File: src/rtl/core/lox_pkg.sv
// Shared constants and controller/datapath interface types for the LOX crossover engine.
package lox_pkg;

   localparam int GENE_W     = 6;
   localparam int MAX_GENES  = 64;
   localparam int POS_W      = $clog2(MAX_GENES);
   localparam int LEN_W      = 7;
   localparam int MIN_LEN    = 2;
   localparam int GENE_SPACE = 2 ** GENE_W;
   localparam int REQ_DATA_W = 24;
   localparam int RSP_DATA_W = 24;

   typedef struct packed {
      logic idle;
      logic mark;
      logic fill;
      logic tail;
      logic emit_load;
   } lox_cmd_type;

   typedef struct packed {
      logic trigger;
      logic mark_end;
      logic fill_end;
      logic tail_done;
      logic out_taken;
      logic out_last;
   } lox_sts_type;

endpackage

File: src/rtl/core/linear_order_crossover.sv
// Sequence: each load transfer stores one gene pair; the completing transfer runs the mark,
// fill scan and zero tail phases, then the emit phase loads the first result.
// Output: one result is held at a time and the next is loaded only after it is taken, through
// the registered read port of the child memories; new input is taken only when idle.
// Reset: synchronous; clears the load count, segment masks and control, tour_length to 64.
// Gene memories are not cleared: every entry read is written in the same crossover.
module linear_order_crossover import lox_pkg::*; (
   input  logic                  clock,
   input  logic                  reset,
   input  logic                  csr_we,
   input  logic [LEN_W-1:0]      csr_wdata,
   input  logic                  req_tvalid,
   output logic                  req_tready,
   // parent_a_gene[5:0], parent_b_gene[11:6], cut_first[17:12], cut_second[23:18]
   input  logic [REQ_DATA_W-1:0] req_tdata,
   output logic                  rsp_tvalid,
   input  logic                  rsp_tready,
   // position[5:0], child_a_gene[11:6], child_b_gene[17:12], zero[23:18]
   output logic [RSP_DATA_W-1:0] rsp_tdata,
   output logic                  rsp_tlast
);

   lox_cmd_type       cmd;
   lox_sts_type       sts;
   logic [GENE_W-1:0] position;
   logic [GENE_W-1:0] child_a_gene;
   logic [GENE_W-1:0] child_b_gene;

   lox_ctrl u_ctrl (
      .clock (clock),
      .reset (reset),
      .sts   (sts),
      .cmd   (cmd)
   );

   lox_datapath u_datapath (
      .clock         (clock),
      .reset         (reset),
      .csr_we        (csr_we),
      .csr_wdata     (csr_wdata),
      .req_tvalid    (req_tvalid),
      .req_tready    (req_tready),
      .parent_a_gene (req_tdata[GENE_W-1:0]),
      .parent_b_gene (req_tdata[2*GENE_W-1:GENE_W]),
      .cut_first     (req_tdata[3*GENE_W-1:2*GENE_W]),
      .cut_second    (req_tdata[4*GENE_W-1:3*GENE_W]),
      .rsp_tready    (rsp_tready),
      .rsp_tvalid    (rsp_tvalid),
      .position      (position),
      .child_a_gene  (child_a_gene),
      .child_b_gene  (child_b_gene),
      .last_position (rsp_tlast),
      .cmd           (cmd),
      .sts           (sts)
   );

   assign rsp_tdata = {(RSP_DATA_W - 3*GENE_W)'(0), child_b_gene, child_a_gene, position};

endmodule

File: src/rtl/core/lox_ctrl.sv
// Sequencing state machine for load, mark, fill, tail and emit phases.
module lox_ctrl import lox_pkg::*; (
   input  logic        clock,
   input  logic        reset,
   input  lox_sts_type sts,
   output lox_cmd_type cmd
);

   localparam logic [2:0] S_IDLE  = 3'd0;
   localparam logic [2:0] S_MARK  = 3'd1;
   localparam logic [2:0] S_FILL  = 3'd2;
   localparam logic [2:0] S_DRAIN = 3'd3;
   localparam logic [2:0] S_TAIL  = 3'd4;
   localparam logic [2:0] S_ERD   = 3'd5;
   localparam logic [2:0] S_ELD   = 3'd6;
   localparam logic [2:0] S_EWAIT = 3'd7;

   logic [2:0] state_ff;
   logic [2:0] state_in;

   always_comb begin
      state_in = state_ff;
      case (state_ff)
         S_IDLE: begin
            if (sts.trigger) state_in = S_MARK;
         end
         S_MARK: begin
            if (sts.mark_end) state_in = S_FILL;
         end
         S_FILL: begin
            if (sts.fill_end) state_in = S_DRAIN;
         end
         S_DRAIN: begin
            state_in = S_TAIL;
         end
         S_TAIL: begin
            if (sts.tail_done) state_in = S_ERD;
         end
         S_ERD: begin
            state_in = S_ELD;
         end
         S_ELD: begin
            state_in = S_EWAIT;
         end
         S_EWAIT: begin
            if (sts.out_taken) state_in = sts.out_last ? S_IDLE : S_ELD;
         end
         default: begin
            state_in = S_IDLE;
         end
      endcase
   end

   always_ff @(posedge clock) begin
      if (reset) begin
         state_ff <= S_IDLE;
      end else begin
         state_ff <= state_in;
      end
   end

   always_comb begin
      cmd           = '0;
      cmd.idle      = (state_ff == S_IDLE);
      cmd.mark      = (state_ff == S_MARK);
      cmd.fill      = (state_ff == S_FILL);
      cmd.tail      = (state_ff == S_TAIL);
      cmd.emit_load = (state_ff == S_ELD);
   end

endmodule

File: src/rtl/core/lox_datapath.sv
// Parent and child gene memories, segment masks, scan counters and result register.
module lox_datapath import lox_pkg::*; (
   input  logic              clock,
   input  logic              reset,
   input  logic              csr_we,
   input  logic [LEN_W-1:0]  csr_wdata,
   input  logic              req_tvalid,
   output logic              req_tready,
   input  logic [GENE_W-1:0] parent_a_gene,
   input  logic [GENE_W-1:0] parent_b_gene,
   input  logic [GENE_W-1:0] cut_first,
   input  logic [GENE_W-1:0] cut_second,
   input  logic              rsp_tready,
   output logic              rsp_tvalid,
   output logic [GENE_W-1:0] position,
   output logic [GENE_W-1:0] child_a_gene,
   output logic [GENE_W-1:0] child_b_gene,
   output logic              last_position,
   input  lox_cmd_type       cmd,
   output lox_sts_type       sts
);

   logic [GENE_W-1:0] par_a_mem [MAX_GENES];
   logic [GENE_W-1:0] par_b_mem [MAX_GENES];
   logic [GENE_W-1:0] ch_a_mem  [MAX_GENES];
   logic [GENE_W-1:0] ch_b_mem  [MAX_GENES];

   logic [LEN_W-1:0]      tour_len_ff;
   logic [POS_W-1:0]      load_cnt_ff;
   logic [POS_W-1:0]      idx_ff;
   logic [POS_W-1:0]      idx_in;
   logic [POS_W-1:0]      hi_ff;
   logic [POS_W-1:0]      free_ff;
   logic [POS_W-1:0]      fa_ff;
   logic [POS_W-1:0]      slot_a_ff;
   logic [POS_W-1:0]      slot_b_ff;
   logic [POS_W-1:0]      placed_a_ff;
   logic [POS_W-1:0]      placed_b_ff;
   logic [GENE_SPACE-1:0] mask_a_ff;
   logic [GENE_SPACE-1:0] mask_b_ff;
   logic                  mk_v_ff;
   logic [POS_W-1:0]      mk_pos_ff;
   logic                  fl_v_ff;
   logic [GENE_W-1:0]     par_a_rd_ff;
   logic [GENE_W-1:0]     par_b_rd_ff;
   logic [GENE_W-1:0]     ch_a_rd_ff;
   logic [GENE_W-1:0]     ch_b_rd_ff;
   logic                  rsp_valid_ff;
   logic [POS_W-1:0]      rsp_pos_ff;
   logic [GENE_W-1:0]     rsp_a_ff;
   logic [GENE_W-1:0]     rsp_b_ff;
   logic                  rsp_last_ff;

   logic [LEN_W-1:0]  n;
   logic [POS_W-1:0]  nm1;
   logic              req_acc;
   logic              trigger;
   logic [POS_W-1:0]  lo_raw;
   logic [POS_W-1:0]  hi_raw;
   logic [POS_W-1:0]  cut_lo;
   logic [POS_W-1:0]  cut_hi;
   logic [POS_W-1:0]  seg_free;
   logic [POS_W-1:0]  fill_start;
   logic [POS_W-1:0]  par_rd_addr;
   logic [POS_W-1:0]  ch_rd_addr;
   logic              place_a;
   logic              place_b;
   logic              tail_a;
   logic              tail_b;
   logic              adv_a;
   logic              adv_b;
   logic              wr_a_en;
   logic              wr_b_en;
   logic [POS_W-1:0]  wr_a_addr;
   logic [POS_W-1:0]  wr_b_addr;
   logic [GENE_W-1:0] wr_a_data;
   logic [GENE_W-1:0] wr_b_data;
   logic              out_taken;

   function automatic logic [POS_W-1:0] wrap_inc(input logic [POS_W-1:0] p,
                                                 input logic [POS_W-1:0] top);
      wrap_inc = (p == top) ? '0 : p + POS_W'(1);
   endfunction

   always_comb begin
      if (tour_len_ff < LEN_W'(MIN_LEN)) begin
         n = LEN_W'(MIN_LEN);
      end else if (tour_len_ff > LEN_W'(MAX_GENES)) begin
         n = LEN_W'(MAX_GENES);
      end else begin
         n = tour_len_ff;
      end
   end

   assign nm1        = POS_W'(n - LEN_W'(1));
   assign req_tready = cmd.idle;
   assign req_acc    = req_tvalid & cmd.idle;
   assign trigger    = req_acc && ((LEN_W'(load_cnt_ff) + LEN_W'(1)) >= n);

   assign lo_raw     = (cut_first > cut_second) ? POS_W'(cut_second) : POS_W'(cut_first);
   assign hi_raw     = (cut_first > cut_second) ? POS_W'(cut_first) : POS_W'(cut_second);
   assign cut_lo     = (lo_raw > nm1) ? nm1 : lo_raw;
   assign cut_hi     = (hi_raw > nm1) ? nm1 : hi_raw;
   assign seg_free   = nm1 - cut_hi + cut_lo;
   assign fill_start = wrap_inc(cut_hi, nm1);

   assign place_a = fl_v_ff && !mask_a_ff[par_b_rd_ff] && (placed_a_ff < free_ff);
   assign place_b = fl_v_ff && !mask_b_ff[par_a_rd_ff] && (placed_b_ff < free_ff);
   assign tail_a  = cmd.tail && (placed_a_ff < free_ff);
   assign tail_b  = cmd.tail && (placed_b_ff < free_ff);
   assign adv_a   = place_a | tail_a;
   assign adv_b   = place_b | tail_b;

   always_comb begin
      wr_a_en   = mk_v_ff | adv_a;
      wr_b_en   = mk_v_ff | adv_b;
      wr_a_addr = slot_a_ff;
      wr_b_addr = slot_b_ff;
      wr_a_data = '0;
      wr_b_data = '0;
      if (mk_v_ff) begin
         wr_a_addr = mk_pos_ff;
         wr_b_addr = mk_pos_ff;
         wr_a_data = par_a_rd_ff;
         wr_b_data = par_b_rd_ff;
      end else begin
         if (place_a) wr_a_data = par_b_rd_ff;
         if (place_b) wr_b_data = par_a_rd_ff;
      end
   end

   assign out_taken   = rsp_valid_ff & rsp_tready;
   assign par_rd_addr = cmd.mark ? idx_ff : fa_ff;
   assign ch_rd_addr  = (out_taken && !rsp_last_ff) ? idx_ff + POS_W'(1) : idx_ff;

   always_comb begin
      sts           = '0;
      sts.trigger   = trigger;
      sts.mark_end  = (idx_ff == hi_ff);
      sts.fill_end  = (idx_ff == nm1);
      sts.tail_done = (placed_a_ff >= free_ff) && (placed_b_ff >= free_ff);
      sts.out_taken = out_taken;
      sts.out_last  = rsp_last_ff;
   end

   always_comb begin
      idx_in = idx_ff;
      if (trigger) begin
         idx_in = cut_lo;
      end else if (cmd.mark) begin
         idx_in = sts.mark_end ? '0 : idx_ff + POS_W'(1);
      end else if (cmd.fill) begin
         idx_in = sts.fill_end ? '0 : idx_ff + POS_W'(1);
      end else if (out_taken && !rsp_last_ff) begin
         idx_in = idx_ff + POS_W'(1);
      end
   end

   always_ff @(posedge clock) begin
      if (req_acc) begin
         par_a_mem[load_cnt_ff] <= parent_a_gene;
         par_b_mem[load_cnt_ff] <= parent_b_gene;
      end
      par_a_rd_ff <= par_a_mem[par_rd_addr];
      par_b_rd_ff <= par_b_mem[par_rd_addr];
   end

   always_ff @(posedge clock) begin
      if (wr_a_en) ch_a_mem[wr_a_addr] <= wr_a_data;
      if (wr_b_en) ch_b_mem[wr_b_addr] <= wr_b_data;
      ch_a_rd_ff <= ch_a_mem[ch_rd_addr];
      ch_b_rd_ff <= ch_b_mem[ch_rd_addr];
   end

   always_ff @(posedge clock) begin
      if (reset) begin
         tour_len_ff  <= LEN_W'(MAX_GENES);
         load_cnt_ff  <= '0;
         mask_a_ff    <= '0;
         mask_b_ff    <= '0;
         mk_v_ff      <= 1'b0;
         fl_v_ff      <= 1'b0;
         rsp_valid_ff <= 1'b0;
      end else begin
         if (csr_we) tour_len_ff <= csr_wdata;
         if (req_acc) load_cnt_ff <= trigger ? '0 : load_cnt_ff + POS_W'(1);
         mk_v_ff <= cmd.mark;
         fl_v_ff <= cmd.fill;
         if (trigger) begin
            mask_a_ff <= '0;
            mask_b_ff <= '0;
         end else if (mk_v_ff) begin
            mask_a_ff <= mask_a_ff | (GENE_SPACE'(1) << par_a_rd_ff);
            mask_b_ff <= mask_b_ff | (GENE_SPACE'(1) << par_b_rd_ff);
         end
         if (cmd.emit_load) begin
            rsp_valid_ff <= 1'b1;
         end else if (out_taken) begin
            rsp_valid_ff <= 1'b0;
         end
      end
   end

   always_ff @(posedge clock) begin
      idx_ff    <= idx_in;
      mk_pos_ff <= idx_ff;
      if (trigger) begin
         hi_ff       <= cut_hi;
         free_ff     <= seg_free;
         fa_ff       <= fill_start;
         slot_a_ff   <= fill_start;
         slot_b_ff   <= fill_start;
         placed_a_ff <= '0;
         placed_b_ff <= '0;
      end else begin
         if (cmd.fill) fa_ff <= wrap_inc(fa_ff, nm1);
         if (adv_a) begin
            slot_a_ff   <= wrap_inc(slot_a_ff, nm1);
            placed_a_ff <= placed_a_ff + POS_W'(1);
         end
         if (adv_b) begin
            slot_b_ff   <= wrap_inc(slot_b_ff, nm1);
            placed_b_ff <= placed_b_ff + POS_W'(1);
         end
      end
      if (cmd.emit_load) begin
         rsp_pos_ff  <= idx_ff;
         rsp_a_ff    <= ch_a_rd_ff;
         rsp_b_ff    <= ch_b_rd_ff;
         rsp_last_ff <= (idx_ff == nm1);
      end
   end

   assign rsp_tvalid    = rsp_valid_ff;
   assign position      = GENE_W'(rsp_pos_ff);
   assign child_a_gene  = rsp_a_ff;
   assign child_b_gene  = rsp_b_ff;
   assign last_position = rsp_last_ff;

endmodule

File: config.mk
export PLATFORM = sky130hd
export DESIGN_NAME = linear_order_crossover
export DESIGN_NICKNAME = d
export VERILOG_FILES = /design/src/rtl/core/lox_pkg.sv /design/src/rtl/core/linear_order_crossover.sv /design/src/rtl/core/lox_ctrl.sv /design/src/rtl/core/lox_datapath.sv
export SDC_FILE = /design/constraint.sdc
export NUM_CORES = 2
export LEC_CHECK = 0
export BUFFER_PORTS_ARGS = -buffer_cell sky130_fd_sc_hd__buf_2
export CAP_MARGIN = 10
export CORE_MARGIN = 3
export CORE_UTILIZATION = 45
export CTS_BUF_LIST = sky130_fd_sc_hd__clkbuf_8
export DETAILED_ROUTE_END_ITERATION = 6
export GPL_TIMING_DRIVEN = 0
export PLACE_DENSITY = 0.7
export SYNTH_ARGS = -nofsm -noshare
export SYNTH_HDL_FRONTEND = slang
export SYNTH_SLANG_ARGS = --single-unit
File: constraint.sdc
create_clock -name clock -period 6.4 [get_ports clock]
set_clock_uncertainty 0.2 [all_clocks]
set_input_delay 0.64 -clock clock [delete_from_list [all_inputs] [get_ports clock]]
set_output_delay 0.64 -clock clock [all_outputs]
set_load 0.05 [all_outputs]
# Word level (Yosys, flattened, before mapping)
# Memory sizes are Yosys's and may differ from the RTL's. A register that Yosys moved wholly into a read port is not among the register bits.
# Index checks and enable logic that the tools add are counted.
# totals
output_inout_bits	27
wordCells	145
inputBits	36
regBits	220
mem_bits_rw	1536
mem_count	4
# classes
n_addsub	12
eq_ne	18
bitwise_logic	8
shifts	2
muxes	49
order_cmp	12
reduce_logical	19
# mem_list
memory	words	width	rd	rd_ports_with_merged_regs	wr	line	source
u_datapath.ch_a_mem	64	6	1	1	1	lox_datapath.sv:25	logic [GENE_W-1:0] ch_a_mem [MAX_GENES];
u_datapath.ch_b_mem	64	6	1	1	1	lox_datapath.sv:26	logic [GENE_W-1:0] ch_b_mem [MAX_GENES];
u_datapath.par_a_mem	64	6	1	1	1	lox_datapath.sv:23	logic [GENE_W-1:0] par_a_mem [MAX_GENES];
u_datapath.par_b_mem	64	6	1	1	1	lox_datapath.sv:24	logic [GENE_W-1:0] par_b_mem [MAX_GENES];
# op_table
operator	count
$mux 6	28
$or 64x64->64	2
$shl 1x6->64 const A	2
$add 6x1->6 const B	8
$eq 6x6->1	6
$pmux 3 s8	1
$gt 6x6->1	3
$mux 3	6
$lt 6x7->1 const B	2
$mux 7	2
$bmux 1 s6	2
$eq 3x3->1 const B	4
$ge 6x6->1	2
$lt 6x6->1	2
$mux 1	10
$logic_and 1x1->1	9
$reduce_bool 2->1	4
$add 6x1->7 const B	1
$ge 7x7->1	1
$gt 7x7->1 const B	1
$lt 7x2->1 const B	1
$add 6x6->6	1
$eq 3x2->1 const B	2
$ne 2x2->1 const B	3
10 further kinds	17

# Logic depth before layout (Yosys ltp)
# depth
ltp_word	9
depth_mapped	27
ltp_nobuf	25

# Hierarchy
# Synthesis repeated with hierarchy kept, for this count alone.
# hier_totals
hier_cells	3971
area_unflattened_um2	71716.3
# modules_own_cells
module	cells_each	seq_area_each_um2	area_per_inst_um2	n_inst
lox_datapath	3936	51439.3	71452.3	1
lox_ctrl	28	60.1	215.2	1
linear_order_crossover	7	0.0	48.8	1

# Worst setup path after synthesis
# No wires, ideal clock.
# synth_timing
kind	input port to flip-flop
startpoint	in req_tdata[22]
endpoint	reg u_datapath.free_ff[5] (data pin)
required_ps	5939
path_slack_ps	-82
arrival_ps	6021
setup_ps	261
path_stages	25
path_buffers	1
cell_sequence	inv_1 -> ha_1 -> and4_1 -> o21ai_0 -> a21boi_0 -> clkbuf_1 -> mux2_2 -> ha_1 -> nor2b_1 -> o21a_1 -> o21ai_0 -> maj3_1 -> maj3_1 -> a21oi_1 -> mux2i_1 -> xor2_1 -> ha_1 -> ha_1 -> a21o_1 -> a21oi_1 -> o21bai_1 -> a21oi_1 -> xnor2_1 -> xnor2_1 -> xnor2_1
# synth_between
elab_chain_cells	6
word_cells_on_any_way	9
classes_between	2 x add/sub; 3 x order compare; 4 x mux
# synth_rtl
item	line	source
start: declaration	linear_order_crossover.sv:15	input logic [REQ_DATA_W-1:0] req_tdata,
$gt 6x6->1	lox_datapath.sv:100, lox_datapath.sv:101	
$mux 6	lox_datapath.sv:101	assign hi_raw = (cut_first > cut_second) ? POS_W'(cut_first) : POS_W'(cut_second);
$gt 6x6->1	lox_datapath.sv:103	assign cut_hi = (hi_raw > nm1) ? nm1 : hi_raw;
$mux 6	lox_datapath.sv:103	
$sub 6x6->6	lox_datapath.sv:104	assign seg_free = nm1 - cut_hi + cut_lo;
$add 6x6->6 *	lox_datapath.sv:104	
via u_datapath.seg_free[5]	lox_datapath.sv:62	logic [POS_W-1:0] seg_free;
end signal: assignment	lox_datapath.sv:209	free_ff <= seg_free;
end: declaration	lox_datapath.sv:33	logic [POS_W-1:0] free_ff;
# The timed path passes the listed nets; every way through them passes the cells marked *.
# A chain may end at the register's enable or synchronous reset.

# Worst setup path in the final report
# layout_timing
startpoint	reg u_datapath.idx_ff[0]
endpoint	reg u_datapath.par_b_rd_ff[5], read port of u_datapath.par_b_mem
# layout_between
elab_chain_cells	1
# layout_rtl
item	line	source
start: declaration	lox_datapath.sv:30	logic [POS_W-1:0] idx_ff;
start signal: assignment	lox_datapath.sv:205	idx_ff <= idx_in;
$mux 6	lox_datapath.sv:133	assign par_rd_addr = cmd.mark ? idx_ff : fa_ff;
end: declaration	lox_datapath.sv:45	logic [GENE_W-1:0] par_b_rd_ff;
# Every way passes these cells.

==> results.py <==
metrics = {
    "global_route": {
        "first_global_vias": 43600,
        "grt_use_met2": 0.372,
        "grt_max_degree": 65,
        "met3_usage": 0.0580,
        "grt_antenna_before_repair": 7,
        "grt_busiest_layer": "met2",
        "globalRouteTotalUtil": 0.237,
        "grt_pass1_wl_mm": 287,
        "overflow": 0,
        "use_met1": 0.316,
    },
    "sta": {
        "post-route-worst-setup-slack_ns": 0.206,
        "period_share": 0.968,
        "clock.fmax_mhz": 161,
        "slew_viol_final": 0,
        "fin_hold_ws_ns": 0.0754,
        "slew_headroom": 0.115,
        "worstMarginPinSlew_ns": 1.32,
        "hold_viol": 0,
        "min_period_ns": 6.19,
        "rsz0062_at_grt": "false",
        "setup_violations": 0,
    },
    "cts": {
        "cts_buffers": 299,
        "clk_pin_slew_ns": 0.07,
        "clock_latency_ns": 1.01,
        "tritoncts": "done",
        "clk_path_buf_depth": 4,
        "h-tree-depth": 5,
        "clockRootBuffer": "clkbuf_8",
        "cts.sinks": 1780,
    },
    "route": {
        "num_vias": 44800,
        "dr.pass1.iters": 7,
        "drc_errors": 1,
        "viasPerCell": 5.85,
        "drt-initial-drc-count": 5883,
        "avgRoutedWirePerCell_um": 25.8,
        "wl_mm": 198,
        "postRouteAntennaNets": 0,
    },
    "worst_setup_path": {
        "crit_path_end_kind": "flip-flop",
        "setup.worst_path.class": "reg -> reg",
        "critPathMaxFanout": 10,
        "crit_top_cell": "clkbuf_1",
        "setup.worst_path.start": "u_datapath.idx_ff[0]",
        "critPathRequiredTime_ns": 7.03,
        "r2r-start": "u_datapath.idx_ff[0]",
        "arrival_ns": 6.82,
        "cp-start-kind": "flip-flop",
        "crit_slowest_cell": "clkbuf_1",
        "crit_chain": "clkbuf_1, nor4bb_1, a21o_1, clkbuf_1, clkbuf_1, clkbuf_1, clkbuf_1, nand2_1, a311oi_1, a31oi_1, a211oi_1, a21oi_1, a21oi_1",
        "worst_path_largest_cell_delay_ns": 0.83,
    },
    "pwr": {
        "power_density_mw_per_mm2": 364,
        "p_leak_nw": 27.5,
        "max-vdd-ir-drop_uv": 290,
    },
    "placed_design": {
        "dp_hpwl_mm": 133,
        "dpl_cell_area_mm2": 0.0760,
        "preCtsSetupSlack_ns": -1.17,
        "portBuffers": 55,
        "place_congestion": 0.992,
    },
    "min_path": {
        "hold_class": "in -> reg",
        "min_from": "req_tdata[14]",
    },
    "final_layout": {
        "syn2layout_area_growth_pct": 12.9,
        "layout.nets": 5388,
        "final_area_mm2": 0.0817,
        "drive_gt1_frac": 0.149,
        "n_fill_cell": 13000,
    },
    "synthesis": {
        "synth_cell_types": 73,
        "avgSynthCellArea_um2": 14.8,
        "ys_warn_count": 0,
        "async_flop_share": 0,
        "ys_seq_area_frac": 0.711,
        "ys.flop_type": "edfxtp_1",
        "ys_ff_latch": 1780,
        "netlist_area_mm2": 0.0724,
        "synth-edff-count": 1585,
        "postSynthCellCount": 4882,
    },
    "floorplan": {
        "start_util": 0.455,
        "core_area_mm2": 0.159,
        "die_h_um": 407,
        "std_cell_rows": 146,
        "io_pins": 63,
        "dieArea_mm2": 0.166,
        "die-width_um": 407,
    },
    "run_status": {
        "outcome": "finished with violations",
        "violations": "DRC",
    },
    "job": {
        "drv_cap": 0,
    },
}
-- repair_timing --
item / 4_1_cts / 5_1_grt
endpoints found under the setup margin: 23 / 1
buffers inserted: 1 / 1
pin swaps: 1 / 1
hold endpoints to repair: 112 / 0
hold buffers: 16 / 0
gates resized for setup: 8 / 10
-- registers in the layout, indices dropped and copies added (netlist names), 7 cells and up --
register	count
u_datapath.mask_a_ff	64
u_datapath.mask_b_ff	64
u_datapath.par_b_mem	384
u_datapath.ch_a_mem	384
u_datapath.par_a_mem	384
u_datapath.tour_len_ff	7
u_datapath.ch_b_mem	384
-- worst max-delay path, delay by kind of cell, from the launching register on --
family	cells	cell delay, ns
buffers and inverters	5	2.89
AO/OA/AOI/OAI	6	1.72
AND/OR/NAND/NOR	2	0.80
flip-flops	1	0.42
-- cell type report --
| cell class | instances | area, µm² | area share |
|---|---|---|---|
| Timing Repair Buffer | 113 | 1110 | 0.0136 |
| Clock inverter | 192 | 983 | 0.0120 |
| Sequential cell | 1780 | 51500 | 0.630 |
| Buffer | 311 | 1230 | 0.0151 |
| Multi-Input combinational cell | 2730 | 19600 | 0.240 |
| Clock buffer | 315 | 4340 | 0.0531 |
| Antenna cell | 5 | 12.5 | 0.000153 |
| Tap cell | 2146 | 2690 | 0.0329 |
| Inverter | 65 | 251 | 0.00308 |
-- cells in the mapped netlist (51+ instances only) --
library cell / number / area, µm²
mux4_2: 293 / 6600
edfxtp_1: 1585 / 47600
xnor2_1: 51 / 447
nand3_1: 225 / 1130
clkbuf_1: 239 / 897
a31oi_1: 55 / 344
nand2_1: 855 / 3210
a21oi_1: 209 / 1050
a311oi_1: 144 / 1260
dfxtp_1: 195 / 3900
and3_1: 104 / 651
nor2_1: 394 / 1480
inv_1: 61 / 229
-- metrics by stage --
| step | power [mW] | TNS (ns) | cells | util |
|---|---|---|---|---|
| 2_1_floorplan | 17.8 | 0 | 4887 | - |
| 3_3_place_gp | 20.4 | -180.85 | 7088 | 0.474 |
| 3_5_place_dp | 20.6 | -10.46 | 7116 | 0.477 |
| 4_1_cts | 29.7 | 0 | 7639 | 0.512 |
| 5_1_grt | 30.7 | 0 | 7655 | 0.513 |
| 6_report | 29.7 | 0 | 7657 | 0.513 |
-- report_power, final --
part / switching, mW / internal, mW / total (mW)
clock network: 4.43 / 4.81 / 9.24
logic: 4.62 / 2.75 / 7.36
registers: 0.179 / 12.9 / 13.1
-- cells in the final DEF (no fill, tap or decap), types with 8 or more instances in the layout --
cell type / synthesis / routed
edfxtp_1: 1585 / 1585
nand2_1: 855 / 852
nor2_1: 394 / 394
clkbuf_8: 0 / 315
mux4_2: 293 / 293
clkbuf_1: 239 / 237
nand3_1: 225 / 225
a21oi_1: 209 / 203
dfxtp_1: 195 / 195
inv_1: 61 / 150
a311oi_1: 144 / 144
and3_1: 104 / 104
buf_2: 17 / 65
clkinv_1: 3 / 62
a31oi_1: 55 / 55
xnor2_1: 51 / 51
buf_1: 47 / 47
ha_1: 48 / 47
nor3_1: 39 / 39
a211oi_1: 38 / 38
mux2i_1: 29 / 27
xor2_1: 28 / 27
o21ai_0: 27 / 25
clkinv_2: 0 / 25
buf_4: 7 / 22
buf_12: 0 / 17
o22ai_1: 16 / 16
dlygate4sd3_1: 0 / 16
nand2b_1: 14 / 14
a21o_1: 12 / 12
clkinvlp_4: 0 / 10
o21a_1: 10 / 10
nand4_1: 9 / 9
or3_1: 9 / 9
buf_8: 0 / 9
a22o_2: 0 / 8
-- per-layer routing --
| layer | routed length, µm | share of wire |
|---|---|---|
| met4 | 8840 | 0.045 |
| met3 | 20300 | 0.10 |
| met2 | 92200 | 0.47 |
| met5 | 11 | 0.000056 |
| met1 | 76600 | 0.39 |
-- final timing paths --
check / endpoint / depth (start not counted) / slack [ns]
max: u_datapath.par_b_rd_ff[5] / 13 / 0.21
max reg2reg: u_datapath.par_b_rd_ff[5] / 13 / 0.21
min: u_datapath.idx_ff[2] / 5 / 0.08
min reg2reg: u_datapath.mk_pos_ff[3] / 0 / 0.17
-- kinds of logic (layout without fill, tap and decap cells) --
group	Yosys count	after routing	share of synthesized area
other cells	1	11	0.0000518
xor+xnor	79	79	0.00956
compound gates	574	574	0.0538
flops	1780	1780	0.711
buf+inv	377	996	0.0204
fa+ha+maj	54	54	0.00968
mux	329	329	0.0963
simple gates	1688	1688	0.0988
Note: power is estimated with default switching activity, not from simulation.
